$ cat src/rtl/core/eva_pkg.sv
package eva_pkg;

    // Value and progress formats.
    localparam int VALUE_WIDTH   = 32;
    localparam int PROGRESS_BITS = 16;

    // Port and register field widths.
    localparam int CFG_W     = 32;
    localparam int CFG_IDX_W = 2;
    localparam int TIME_W    = 32;
    localparam int MODE_W    = 3;
    localparam int OUT_W     = 32;

    // Progress arithmetic.
    localparam int ONE_W = PROGRESS_BITS + 1;
    localparam logic [ONE_W-1:0] ONE = ONE_W'(1) << PROGRESS_BITS;

    // Interpolation splits the magnitude of the span into a high and a low part.
    localparam int SPLIT_BITS = 24;
    localparam int MAG_W      = VALUE_WIDTH + 1;
    localparam int HI_W       = (MAG_W > SPLIT_BITS) ? MAG_W - SPLIT_BITS : 1;
    localparam int Q_W        = MAG_W + 1;

    // Shared multiplier operand widths.
    localparam int MUL_A_W = SPLIT_BITS;
    localparam int MUL_B_W = PROGRESS_BITS + 2;
    localparam int PROD_W  = MUL_A_W + MUL_B_W;
    localparam logic [MUL_B_W-1:0] TWO_ONE = MUL_B_W'(1) << (PROGRESS_BITS + 1);

    // Exponential curve: 2^-x table in Q1.16 with linear interpolation.
    localparam int TAB_W     = 17;
    localparam int TAB_IDX_W = 5;
    localparam int DTAB_W    = 12;
    localparam int FRAC_W    = PROGRESS_BITS - 4;
    localparam int EXPW_W    = TAB_W + FRAC_W;
    localparam int X_W       = PROGRESS_BITS + 4;
    localparam int N_W       = 4;
    localparam int SHAMT_W   = 5;
    localparam logic [SHAMT_W-1:0] EXPO_SHIFT = SHAMT_W'(12);

    // Divider step counter.
    localparam int DIV_CNT_W = $clog2(PROGRESS_BITS + 1);

    typedef enum logic [CFG_IDX_W-1:0] {
        CFG_START_VALUE = 2'd0,
        CFG_END_VALUE   = 2'd1,
        CFG_DURATION    = 2'd2,
        CFG_EASE_MODE   = 2'd3
    } t_cfg_reg;

    typedef enum logic [MODE_W-1:0] {
        EASE_LINEAR      = 3'd0,
        EASE_IN_QUAD     = 3'd1,
        EASE_OUT_QUAD    = 3'd2,
        EASE_IN_OUT_QUAD = 3'd3,
        EASE_OUT_CUBIC   = 3'd4,
        EASE_OUT_EXPO    = 3'd5
    } t_ease;

    typedef struct packed {
        logic              start;
        logic [TIME_W-1:0] dividend;
        logic [TIME_W-1:0] divisor;
    } t_div_req;

    typedef struct packed {
        logic                          start;
        t_ease                         mode;
        logic [PROGRESS_BITS-1:0]      t;
        logic signed [VALUE_WIDTH:0]   diff;
        logic signed [VALUE_WIDTH-1:0] base;
    } t_curve_req;

    // 2^(-k/16) in Q1.16 for k = 0 .. 16.
    function automatic logic [TAB_W-1:0] exp_tab(input logic [TAB_IDX_W-1:0] idx);
        logic [TAB_W-1:0] v;
        case (idx)
            5'd0:    v = 17'd65536;
            5'd1:    v = 17'd62757;
            5'd2:    v = 17'd60096;
            5'd3:    v = 17'd57548;
            5'd4:    v = 17'd55109;
            5'd5:    v = 17'd52773;
            5'd6:    v = 17'd50535;
            5'd7:    v = 17'd48393;
            5'd8:    v = 17'd46341;
            5'd9:    v = 17'd44376;
            5'd10:   v = 17'd42495;
            5'd11:   v = 17'd40693;
            5'd12:   v = 17'd38968;
            5'd13:   v = 17'd37316;
            5'd14:   v = 17'd35734;
            5'd15:   v = 17'd34219;
            5'd16:   v = 17'd32768;
            default: v = '0;
        endcase
        return v;
    endfunction

endpackage

$ cat src/rtl/core/eva_item_if.sv
interface eva_item_if;
    import eva_pkg::*;

    logic              valid;
    logic              ready;
    logic              kind;
    logic [TIME_W-1:0] now_ms;

    modport source (output valid, kind, now_ms, input ready);
    modport sink (input valid, kind, now_ms, output ready);
endinterface

$ cat src/rtl/core/eva_result_if.sv
interface eva_result_if;
    import eva_pkg::*;

    logic                    valid;
    logic                    ready;
    logic signed [OUT_W-1:0] current_value;
    logic                    is_active;
    logic                    is_finished;

    modport source (output valid, current_value, is_active, is_finished, input ready);
    modport sink (input valid, current_value, is_active, is_finished, output ready);
endinterface

$ cat src/rtl/core/eva_div.sv
module eva_div (
    input  logic                                i_clk,
    input  logic                                i_rst_n,
    input  eva_pkg::t_div_req                   i_req,
    output logic                                o_done,
    output logic [eva_pkg::PROGRESS_BITS-1:0]   o_quot
);
    import eva_pkg::*;

    // Restoring division, one quotient bit per cycle. The dividend is the
    // elapsed time scaled by 2^PROGRESS_BITS, and since elapsed is below the
    // divisor the partial remainder starts as elapsed itself.
    logic [TIME_W-1:0]        r_rem;
    logic [TIME_W-1:0]        r_div;
    logic [PROGRESS_BITS-1:0] r_quot;
    logic [DIV_CNT_W-1:0]     r_cnt;
    logic                     r_busy;
    logic                     r_done;

    logic [TIME_W:0] shifted;
    logic [TIME_W:0] trial;
    logic            fits;

    always_comb begin
        shifted = {r_rem, 1'b0};
        fits    = shifted >= {1'b0, r_div};
        trial   = shifted - {1'b0, r_div};
    end

    always_ff @(posedge i_clk) begin
        if (!i_rst_n) begin
            r_busy <= 1'b0;
            r_done <= 1'b0;
            r_cnt  <= '0;
        end else begin
            r_done <= 1'b0;
            if (i_req.start) begin
                r_rem  <= i_req.dividend;
                r_div  <= i_req.divisor;
                r_cnt  <= DIV_CNT_W'(PROGRESS_BITS);
                r_busy <= 1'b1;
            end else if (r_busy) begin
                r_rem  <= fits ? TIME_W'(trial) : TIME_W'(shifted);
                r_quot <= {r_quot[PROGRESS_BITS-2:0], fits};
                r_cnt  <= r_cnt - DIV_CNT_W'(1);
                if (r_cnt == DIV_CNT_W'(1)) begin
                    r_busy <= 1'b0;
                    r_done <= 1'b1;
                end
            end
        end
    end

    assign o_done = r_done;
    assign o_quot = r_quot;

endmodule

$ cat src/rtl/core/eva_curve.sv
module eva_curve (
    input  logic                                     i_clk,
    input  logic                                     i_rst_n,
    input  eva_pkg::t_curve_req                      i_req,
    output logic                                     o_done,
    output logic signed [eva_pkg::VALUE_WIDTH-1:0]   o_value
);
    import eva_pkg::*;

    typedef enum logic [6:0] {
        C_IDLE = 7'b0000001,
        C_E1   = 7'b0000010,
        C_E2   = 7'b0000100,
        C_E3   = 7'b0001000,
        C_HI   = 7'b0010000,
        C_LO   = 7'b0100000,
        C_FIN  = 7'b1000000
    } t_cstate;

    t_cstate r_state;

    t_ease                         r_mode;
    logic [PROGRESS_BITS-1:0]      r_t;
    logic                          r_neg;
    logic [MAG_W-1:0]              r_mag;
    logic signed [VALUE_WIDTH-1:0] r_base;
    logic [N_W-1:0]                r_n;
    logic [FRAC_W-1:0]             r_rem;
    logic [TAB_W-1:0]              r_tab_lo;
    logic [DTAB_W-1:0]             r_dtab;
    logic [PROD_W-1:0]             r_prod;
    logic [PROD_W-1:0]             r_hi_prod;
    logic [ONE_W-1:0]              r_e;
    logic signed [VALUE_WIDTH-1:0] r_value;
    logic                          r_done;

    // Operand preparation at request time: the exponential curve's table lookup and the span magnitude.
    logic [X_W-1:0]       x;
    logic [3:0]           tab_idx;
    logic [TAB_W-1:0]     tab_lo;
    logic [TAB_W-1:0]     tab_hi;
    logic [MAG_W-1:0]     mag_in;

    always_comb begin
        x       = (X_W'(i_req.t) << 3) + (X_W'(i_req.t) << 1);
        tab_idx = x[PROGRESS_BITS-1 -: 4];
        tab_lo  = exp_tab({1'b0, tab_idx});
        tab_hi  = exp_tab(TAB_IDX_W'({1'b0, tab_idx}) + TAB_IDX_W'(1));
        mag_in  = i_req.diff[VALUE_WIDTH] ? MAG_W'(-i_req.diff) : MAG_W'(i_req.diff);
    end

    // Shared multiplier, product registered every cycle.
    logic [MUL_A_W-1:0] mul_a;
    logic [MUL_B_W-1:0] mul_b;
    logic [ONE_W-1:0]   f;
    logic [PROD_W-1:0]  n_prod;

    always_comb begin
        f     = ONE - ONE_W'(r_t);
        mul_a = '0;
        mul_b = '0;
        unique case (r_state) inside
            C_E1: begin
                case (r_mode)
                    EASE_IN_QUAD: begin
                        mul_a = MUL_A_W'(r_t);
                        mul_b = MUL_B_W'(r_t);
                    end
                    EASE_OUT_QUAD: begin
                        mul_a = MUL_A_W'(r_t);
                        mul_b = TWO_ONE - MUL_B_W'(r_t);
                    end
                    EASE_IN_OUT_QUAD: begin
                        if (r_t[PROGRESS_BITS-1]) begin
                            mul_a = MUL_A_W'(f);
                            mul_b = MUL_B_W'(f);
                        end else begin
                            mul_a = MUL_A_W'(r_t);
                            mul_b = MUL_B_W'(r_t);
                        end
                    end
                    EASE_OUT_CUBIC: begin
                        mul_a = MUL_A_W'(f);
                        mul_b = MUL_B_W'(f);
                    end
                    EASE_OUT_EXPO: begin
                        mul_a = MUL_A_W'(r_dtab);
                        mul_b = MUL_B_W'(r_rem);
                    end
                    default: begin
                        mul_a = '0;
                        mul_b = '0;
                    end
                endcase
            end
            C_E2: begin
                mul_a = MUL_A_W'(r_prod >> PROGRESS_BITS);
                mul_b = MUL_B_W'(f);
            end
            C_HI: begin
                mul_a = MUL_A_W'(r_mag >> SPLIT_BITS);
                mul_b = MUL_B_W'(r_e);
            end
            C_LO: begin
                mul_a = MUL_A_W'(r_mag[SPLIT_BITS-1:0]);
                mul_b = MUL_B_W'(r_e);
            end
            C_IDLE, C_E3, C_FIN: begin
                mul_a = '0;
                mul_b = '0;
            end
            default: begin
                mul_a = '0;
                mul_b = '0;
            end
        endcase
        n_prod = PROD_W'(mul_a) * PROD_W'(mul_b);
    end

    // Curve value from the first product, or the progress itself for the linear curve.
    logic [EXPW_W-1:0] expo_w;
    logic [EXPW_W-1:0] expo_sh;
    logic [ONE_W-1:0]  e_first;

    always_comb begin
        expo_w  = {r_tab_lo, {FRAC_W{1'b0}}} - EXPW_W'(r_prod);
        expo_sh = expo_w >> ({1'b0, r_n} + EXPO_SHIFT);
        case (r_mode) inside
            EASE_IN_QUAD, EASE_OUT_QUAD: begin
                e_first = ONE_W'(r_prod >> PROGRESS_BITS);
            end
            EASE_IN_OUT_QUAD: begin
                if (r_t[PROGRESS_BITS-1]) begin
                    e_first = ONE - ONE_W'(r_prod >> (PROGRESS_BITS - 1));
                end else begin
                    e_first = ONE_W'(r_prod >> (PROGRESS_BITS - 1));
                end
            end
            EASE_OUT_EXPO: begin
                e_first = ONE - ONE_W'(expo_sh);
            end
            default: begin
                e_first = ONE_W'(r_t);
            end
        endcase
    end

    // Final interpolation step.
    logic [Q_W-1:0] q;
    logic [Q_W-1:0] base_ext;
    logic [Q_W-1:0] sum;

    always_comb begin
        q        = (Q_W'(r_hi_prod) << (SPLIT_BITS - PROGRESS_BITS))
                 + Q_W'(r_prod >> PROGRESS_BITS);
        base_ext = {{(Q_W - VALUE_WIDTH){r_base[VALUE_WIDTH-1]}}, r_base};
        sum      = r_neg ? base_ext - q : base_ext + q;
    end

    always_ff @(posedge i_clk) begin
        r_prod <= n_prod;
        if (!i_rst_n) begin
            r_state <= C_IDLE;
            r_done  <= 1'b0;
        end else begin
            r_done <= 1'b0;
            unique case (r_state)
                C_IDLE: begin
                    if (i_req.start) begin
                        r_mode   <= i_req.mode;
                        r_t      <= i_req.t;
                        r_neg    <= i_req.diff[VALUE_WIDTH];
                        r_mag    <= mag_in;
                        r_base   <= i_req.base;
                        r_n      <= x[X_W-1:PROGRESS_BITS];
                        r_rem    <= x[FRAC_W-1:0];
                        r_tab_lo <= tab_lo;
                        r_dtab   <= DTAB_W'(tab_lo - tab_hi);
                        r_state  <= C_E1;
                    end
                end
                C_E1: begin
                    r_state <= C_E2;
                end
                C_E2: begin
                    if (r_mode == EASE_OUT_CUBIC) begin
                        r_state <= C_E3;
                    end else begin
                        r_e     <= e_first;
                        r_state <= C_HI;
                    end
                end
                C_E3: begin
                    r_e     <= ONE - ONE_W'(r_prod >> PROGRESS_BITS);
                    r_state <= C_HI;
                end
                C_HI: begin
                    r_state <= C_LO;
                end
                C_LO: begin
                    r_hi_prod <= r_prod;
                    r_state   <= C_FIN;
                end
                C_FIN: begin
                    r_value <= VALUE_WIDTH'(sum);
                    r_done  <= 1'b1;
                    r_state <= C_IDLE;
                end
                default: begin
                    r_state <= C_IDLE;
                end
            endcase
        end
    end

    assign o_done  = r_done;
    assign o_value = r_value;

endmodule

$ cat src/rtl/core/eased_value_animator.sv
// Eased value animator. Configuration (start value, end value, duration in
// milliseconds and ease mode) is written through a plain write port; the user
// must write it only while the block is idle, which the block itself does not
// enforce. A start item latches that configuration together with its
// timestamp and reports the start value; an update item reports the eased
// value for its timestamp, and the end value once the duration has elapsed.
// Every accepted input beat produces exactly one result beat carrying the
// present value in signed Q16.16 and the running and finished flags. Start
// items, updates on an idle or finished animation and the update that ends an
// animation go straight to the emit state, from which their result moves into
// the output register. An update in the middle of an animation passes through
// the 16-step bit-serial divider that forms the progress, then the five steps
// of the curve unit (six for out-cubic), in which the shared multiplier serves
// the curve where it needs one and then the high and low parts of the
// interpolation, and then the emit state. A result that still waits in the
// output register delays the next one by the length of that wait. The input
// is not ready while an item is in work, but a new item is accepted while an
// earlier result still waits in the output register.
module eased_value_animator (
    input  logic                               i_clk,
    input  logic                               i_rst_n,
    input  logic                               i_cfg_we,
    input  logic [eva_pkg::CFG_IDX_W-1:0]      i_cfg_idx,
    input  logic [eva_pkg::CFG_W-1:0]          i_cfg_data,
    eva_item_if.sink                           i_item,
    eva_result_if.source                       o_result
);
    import eva_pkg::*;

    typedef enum logic [3:0] {
        T_IDLE  = 4'b0001,
        T_DIV   = 4'b0010,
        T_CURVE = 4'b0100,
        T_EMIT  = 4'b1000
    } t_state;

    t_state r_state;

    // Configuration registers.
    logic [CFG_W-1:0]  r_cfg_start;
    logic [CFG_W-1:0]  r_cfg_end;
    logic [TIME_W-1:0] r_cfg_duration;
    logic [MODE_W-1:0] r_cfg_mode;

    // Animation state captured by a start item.
    logic signed [VALUE_WIDTH-1:0] r_from;
    logic signed [VALUE_WIDTH-1:0] r_to;
    logic signed [VALUE_WIDTH:0]   r_diff;
    logic [TIME_W-1:0]             r_len;
    logic [MODE_W-1:0]             r_curve;
    logic [TIME_W-1:0]             r_began;
    logic signed [VALUE_WIDTH-1:0] r_present;
    logic                          r_running;
    logic                          r_done;

    // Output register.
    logic                    r_out_valid;
    logic signed [OUT_W-1:0] r_out_value;
    logic                    r_out_active;
    logic                    r_out_finished;

    logic signed [VALUE_WIDTH-1:0] cfg_from;
    logic signed [VALUE_WIDTH-1:0] cfg_to;
    logic [TIME_W-1:0]             elapsed;
    logic                          reached_end;
    logic                          accept;
    logic                          in_flight;
    logic                          emit;

    t_div_req                 div_req;
    logic                     div_done;
    logic [PROGRESS_BITS-1:0] div_quot;
    t_curve_req               curve_req;
    logic                     curve_done;
    logic signed [VALUE_WIDTH-1:0] curve_value;

    always_comb begin
        cfg_from    = VALUE_WIDTH'(signed'(r_cfg_start));
        cfg_to      = VALUE_WIDTH'(signed'(r_cfg_end));
        elapsed     = i_item.now_ms - r_began;
        reached_end = elapsed >= r_len;
        accept      = i_item.valid && (r_state == T_IDLE);
        // An update on a running animation that has not reached its end
        // needs the divider and the curve unit.
        in_flight   = accept && !i_item.kind && r_running && !r_done && !reached_end;
        // The result moves into the output register once that register is
        // empty or is being emptied in the same cycle.
        emit        = (r_state == T_EMIT) && (!r_out_valid || o_result.ready);

        div_req.start    = in_flight;
        div_req.dividend = elapsed;
        div_req.divisor  = r_len;

        curve_req.start = (r_state == T_DIV) && div_done;
        curve_req.mode  = t_ease'(r_curve);
        curve_req.t     = div_quot;
        curve_req.diff  = r_diff;
        curve_req.base  = r_from;
    end

    eva_div u_div (
        .i_clk   (i_clk),
        .i_rst_n (i_rst_n),
        .i_req   (div_req),
        .o_done  (div_done),
        .o_quot  (div_quot)
    );

    eva_curve u_curve (
        .i_clk   (i_clk),
        .i_rst_n (i_rst_n),
        .i_req   (curve_req),
        .o_done  (curve_done),
        .o_value (curve_value)
    );

    // Configuration writes.
    always_ff @(posedge i_clk) begin
        if (!i_rst_n) begin
            r_cfg_start    <= '0;
            r_cfg_end      <= '0;
            r_cfg_duration <= '0;
            r_cfg_mode     <= '0;
        end else if (i_cfg_we) begin
            unique case (t_cfg_reg'(i_cfg_idx))
                CFG_START_VALUE: r_cfg_start    <= i_cfg_data;
                CFG_END_VALUE:   r_cfg_end      <= i_cfg_data;
                CFG_DURATION:    r_cfg_duration <= TIME_W'(i_cfg_data);
                CFG_EASE_MODE:   r_cfg_mode     <= i_cfg_data[MODE_W-1:0];
                default: begin
                end
            endcase
        end
    end

    // Sequencer and animation state.
    always_ff @(posedge i_clk) begin
        if (!i_rst_n) begin
            r_state     <= T_IDLE;
            r_from      <= '0;
            r_to        <= '0;
            r_diff      <= '0;
            r_len       <= '0;
            r_curve     <= '0;
            r_began     <= '0;
            r_present   <= '0;
            r_running   <= 1'b0;
            r_done      <= 1'b0;
            r_out_valid <= 1'b0;
        end else begin
            if (emit) begin
                r_out_valid <= 1'b1;
            end else if (r_out_valid && o_result.ready) begin
                r_out_valid <= 1'b0;
            end
            unique case (r_state)
                T_IDLE: begin
                    if (accept) begin
                        if (i_item.kind) begin
                            r_from    <= cfg_from;
                            r_to      <= cfg_to;
                            r_diff    <= (VALUE_WIDTH + 1)'(cfg_to)
                                       - (VALUE_WIDTH + 1)'(cfg_from);
                            r_len     <= r_cfg_duration;
                            r_curve   <= r_cfg_mode;
                            r_began   <= i_item.now_ms;
                            r_present <= cfg_from;
                            r_running <= 1'b1;
                            r_done    <= 1'b0;
                            r_state   <= T_EMIT;
                        end else if (in_flight) begin
                            r_state <= T_DIV;
                        end else begin
                            if (r_running && !r_done) begin
                                // The duration has run out.
                                r_present <= r_to;
                                r_running <= 1'b0;
                                r_done    <= 1'b1;
                            end
                            r_state <= T_EMIT;
                        end
                    end
                end
                T_DIV: begin
                    if (div_done) begin
                        r_state <= T_CURVE;
                    end
                end
                T_CURVE: begin
                    if (curve_done) begin
                        r_present <= curve_value;
                        r_state   <= T_EMIT;
                    end
                end
                T_EMIT: begin
                    if (emit) begin
                        r_out_value    <= OUT_W'(r_present);
                        r_out_active   <= r_running;
                        r_out_finished <= r_done;
                        r_state        <= T_IDLE;
                    end
                end
                default: begin
                    r_state <= T_IDLE;
                end
            endcase
        end
    end

    assign i_item.ready           = (r_state == T_IDLE);
    assign o_result.valid         = r_out_valid;
    assign o_result.current_value = r_out_value;
    assign o_result.is_active     = r_out_active;
    assign o_result.is_finished   = r_out_finished;

endmodule
$ cat src/flat_wrapper.sv
// flat-port wrapper written by rule: the top's interface ports become plain ports
module eased_value_animator_flat import eva_pkg::*;
  (i_clk, i_rst_n, i_cfg_we, i_cfg_idx, i_cfg_data, i_item_valid, i_item_kind, i_item_now_ms, i_item_ready, o_result_valid, o_result_current_value, o_result_is_active, o_result_is_finished, o_result_ready);
  eva_item_if i_item_i ();
  eva_result_if o_result_i ();
  input  logic i_clk;
  input  logic i_rst_n;
  input  logic i_cfg_we;
  input  logic [eva_pkg::CFG_IDX_W-1:0] i_cfg_idx;
  input  logic [eva_pkg::CFG_W-1:0] i_cfg_data;
  input wire logic [$bits(i_item_i.valid)-1:0] i_item_valid;
  input wire logic [$bits(i_item_i.kind)-1:0] i_item_kind;
  input wire logic [$bits(i_item_i.now_ms)-1:0] i_item_now_ms;
  output wire logic [$bits(i_item_i.ready)-1:0] i_item_ready;
  output wire logic [$bits(o_result_i.valid)-1:0] o_result_valid;
  output wire logic [$bits(o_result_i.current_value)-1:0] o_result_current_value;
  output wire logic [$bits(o_result_i.is_active)-1:0] o_result_is_active;
  output wire logic [$bits(o_result_i.is_finished)-1:0] o_result_is_finished;
  input wire logic [$bits(o_result_i.ready)-1:0] o_result_ready;
  assign i_item_i.valid = i_item_valid;
  assign i_item_i.kind = i_item_kind;
  assign i_item_i.now_ms = i_item_now_ms;
  assign i_item_ready = i_item_i.ready;
  assign o_result_valid = o_result_i.valid;
  assign o_result_current_value = o_result_i.current_value;
  assign o_result_is_active = o_result_i.is_active;
  assign o_result_is_finished = o_result_i.is_finished;
  assign o_result_i.ready = o_result_ready;
  eased_value_animator u_core (.i_clk(i_clk), .i_rst_n(i_rst_n), .i_cfg_we(i_cfg_we), .i_cfg_idx(i_cfg_idx), .i_cfg_data(i_cfg_data), .i_item(i_item_i), .o_result(o_result_i));
endmodule
$ cat config.mk
export PLATFORM = sky130hd
export DESIGN_NAME = eased_value_animator_flat
export DESIGN_NICKNAME = d
export VERILOG_FILES = /design/src/rtl/core/eva_pkg.sv /design/src/rtl/core/eva_item_if.sv /design/src/rtl/core/eva_result_if.sv /design/src/rtl/core/eva_div.sv /design/src/rtl/core/eva_curve.sv /design/src/rtl/core/eased_value_animator.sv /design/src/flat_wrapper.sv
export SDC_FILE = /design/constraint.sdc
export NUM_CORES = 2
export LEC_CHECK = 0
export BUFFER_PORTS_ARGS = -buffer_cell sky130_fd_sc_hd__buf_4
export CAP_MARGIN = 20
export CORE_ASPECT_RATIO = 0.8
export CORE_MARGIN = 5
export CORE_UTILIZATION = 35
export CTS_BUF_LIST = sky130_fd_sc_hd__clkbuf_2
export DETAILED_ROUTE_END_ITERATION = 10
export SYNTH_ARGS = -nofsm -noshare
export SYNTH_HDL_FRONTEND = slang
export SYNTH_SLANG_ARGS = --single-unit
$ cat constraint.sdc
create_clock -name i_clk -period 13.9 [get_ports i_clk]
set_input_delay 0 -clock i_clk [delete_from_list [all_inputs] [get_ports i_clk]]
set_output_delay 0 -clock i_clk [all_outputs]
set_load 0.05 [all_outputs]
==> flow_summary.yaml <==
status:
  outcome: "complete, no violations"
power:
  leakage_nw: 24.2
  powerDensity_mw_per_mm2: 73.4
  max-vdd-ir-drop_uv: 53.0
  power_mw: 4.39
cells_and_area:
  final_cell_area_mm2: 0.0597
  largest_reg_flops: 42
  final_cells: 8509
  fill_cells: 14773
  regArea_mm2: 0.0166
  top_register: "u_core.u_curve.r_prod"
  syn_to_final_growth_pct: 15.3
  fin_nets: 7144
  drive_above_1_share_pct: 8.73
  multiInputGateArea_mm2: 0.0319
  reg_top3: "u_core.u_curve.r_prod x42, u_core.r_diff x33, u_core.u_curve.r_mag x33"
logic_synthesis:
  yosys-top-cells-count: "nand2_1, inv_1, a21oi_1"
  yosysSeqAreaShare_pct: 32.1
  avgSynthCellArea_um2: 8.72
  synth.most_common_cell: "nand2_1"
  yosys.area.top_type_share_pct: 18.2
  yosys_warnings: 0
  ys.flop_type: "dfxtp_1"
  synth.ff_latch_count: 673
  synth.top_cells.by_area: "edfxtp_1, dfxtp_1, fa_1, ha_1, nand2_1"
  synth_edf_count: 314
  synthArstFlopShare_pct: 0
  yosys.area.top_type: "edfxtp_1"
  syn_area_mm2: 0.0518
  synthCells: 5942
  yosysUniqueCellTypes: 101
clock_network:
  root_buffer: "clkbuf_2"
  cts_buffer_depth: 3
  cts_buffers: 178
  insertion_delay_ns: 1.52
  clkTransAtPathRegs_ns: 0.12
  cts_tree: "yes"
  numClockSinks: 673
  cts_resized: 0
  ctsHtreeMaxLevel: 4
place:
  dpl.hpwl_mm: 123
  port_buffers: 107
  placed_area_mm2: 0.0549
  finalWeightedCongestion: 0.956
  placed_cells: 7862
setup_path:
  reg2regPathDepth: 34
  cp_slowest_cell: "a311oi_1"
  crit_family: "adder cells"
  crit_required_ns: 15.20
  r2r_slack_ns: 2.58
  cp_num_buf_inv: 3
  critPathLaunchType: "flop"
  cp.arrival_ns: 12.62
  r2r-start: "u_core.u_curve.r_t[2]"
  crit_path_max_fanout: 10
  critPathMostFrequentCell: "fa_1"
  r2r-end: "u_core.u_curve.r_prod[41]"
  slowest_delay_ns: 0.63
  crit_path_end_kind: "flop"
  crit_type: "flop to flop"
timing:
  clock.fmax_mhz: 88.3
  slew_viol_final: 0
  setup-violations-final: 0
  worstMarginPinSlew_ns: 1.10
  skew_ns: 0.155
  setup_tns_ns: 0
  max-slew-margin-rel_pct: 26.6
  period_needed_ns: 11.32
  rsz0062_at_grt: "no"
  hold_violations: 0
  fin_crit_sh_pct: 81.5
min_path:
  hold_end: "u_core.cfg_from[10]"
  hold_class: "primary input to flop"
  hold_depth: 5
  min_from: "i_cfg_idx[0]"
floorplan:
  die_w_um: 440
  pin_count: 108
  start_util_pct: 35.2
  die_area_mm2: 0.156
  die_h_um: 354
  core.rowCount: 126
  core_area_mm2: 0.147
grt:
  gr-total-overflow: 0
  grt_pass1_wl_mm: 261
  track_usage_pct: 21.3
  grt_max_degree: 146
  grt_pass1_vias: 43656
  antenna_found_initial: 7
detailed_routing:
  vias: 44737
  drt-wirelength-per-cell_um: 19.9
  firstDrtPassIters: 7
  ant_nets: 0
  viasPerCell: 5.26
  drt_iter0_drc: 3846
  drc: 0
  drt-total-wl_mm: 170
run:
  drv_cap: 0
## cells by family after synthesis
group,after synthesis,share of synthesized area [%]
AO/OA/AOI/OAI,1292,15.6
XOR/XNOR,309,5.22
adder cells (fa/ha/maj),709,22.3
buffers and inverters,920,6.67
flip-flops,673,32.1
multiplexers,72,1.52
other,2,0.0145
AND/OR/NAND/NOR,1965,16.6
## worst max path at each step
stage / from / end / slack [ns] / depth (start not counted)
finish: u_core.u_curve.r_t[2] / u_core.u_curve.r_prod[41] / 2.58 / 34
floorplan: u_core.u_curve.r_t[2] / u_core.u_curve.r_prod[41] / 4.24 / 35
CTS: u_core.u_curve.r_t[2] / u_core.u_curve.r_prod[41] / 2.63 / 34
global placement: u_core.u_curve.r_t[2] / u_core.u_curve.r_prod[41] / 2.74 / 33
detailed placement: u_core.u_curve.r_t[2] / u_core.u_curve.r_prod[41] / 2.65 / 34
global route: u_core.u_curve.r_t[2] / u_core.u_curve.r_prod[41] / 1.86 / 34
## what timing repair did
| action | CTS | global route |
|---|---|---|
| setup endpoints to repair | 0 | 0 |
| buffers inserted | 0 | 0 |
| endpoints found under the hold margin | 634 | 0 |
| hold buffers | 301 | 0 |
## worst reg2reg max path, delay by kind of cell, from the launching register on
family                   cells  cell delay, ns
AO/OA/AOI/OAI               12            3.11
XOR/XNOR                     1            0.13
adder cells (fa/ha/maj)      8            3.82
buffers and inverters        3            0.17
flip-flops                   1            0.55
AND/OR/NAND/NOR             10            3.47
## placed cells by master (no fill, tap or decap), types with 28 or more instances in the layout
cell type	n
nand4_1	28
xor2_1	97
fa_1	359
xnor2_1	212
a211oi_1	44
inv_1	635
nand3_1	79
nor2b_1	63
clkbuf_2	267
nand2b_1	53
dfxtp_1	359
a21oi_1	517
o31ai_1	29
nor2_1	444
or3_1	33
mux2i_1	55
o21a_1	51
buf_4	194
nor3_1	77
nand2_1	1018
edfxtp_1	314
o21ai_0	244
ha_1	350
a22oi_1	28
o21bai_1	31
dlygate4sd3_1	299
and2_1	36
a21o_1	82
clkinv_1	52
## final cells by class
class	count	area share [%]
Multi-Input combinational cell	4371	53.5
Sequential cell	673	27.8
Timing Repair Buffer	499	7.63
Tap cell	1984	4.16
Inverter	640	4.03
Clock buffer	266	2.23
Clock inverter	70	0.660
Antenna cell	6	0.0251
## stage by stage
stage	worst slack [ns]	utilization, %	hold slack [ns]
floorplan	4.24	-	0.136
global placement	2.74	37.3	0.264
detailed placement	2.65	37.3	0.270
CTS	2.63	40.5	0.00645
global route	1.86	40.6	0.121
finish	2.58	40.6	0.184
## routing by layer
metal  vias to the layer above  track usage (%)  part of all wire (%)
li1                      21003                -                     -
met5                         -                0                 0.017
met4                         4             6.90                   2.9
met1                     21891             31.3                    47
met3                       274             4.09                   7.5
met2                      1565             31.5                    42
## power by group
group          leakage [nW]  internal [mW]  switching, mW
clock network          1.28          0.568          0.912
logic                  17.3          0.315          0.450
registers              5.60           2.10         0.0354
total                  24.2           2.99           1.40
Power figures use the tool's default switching activity.
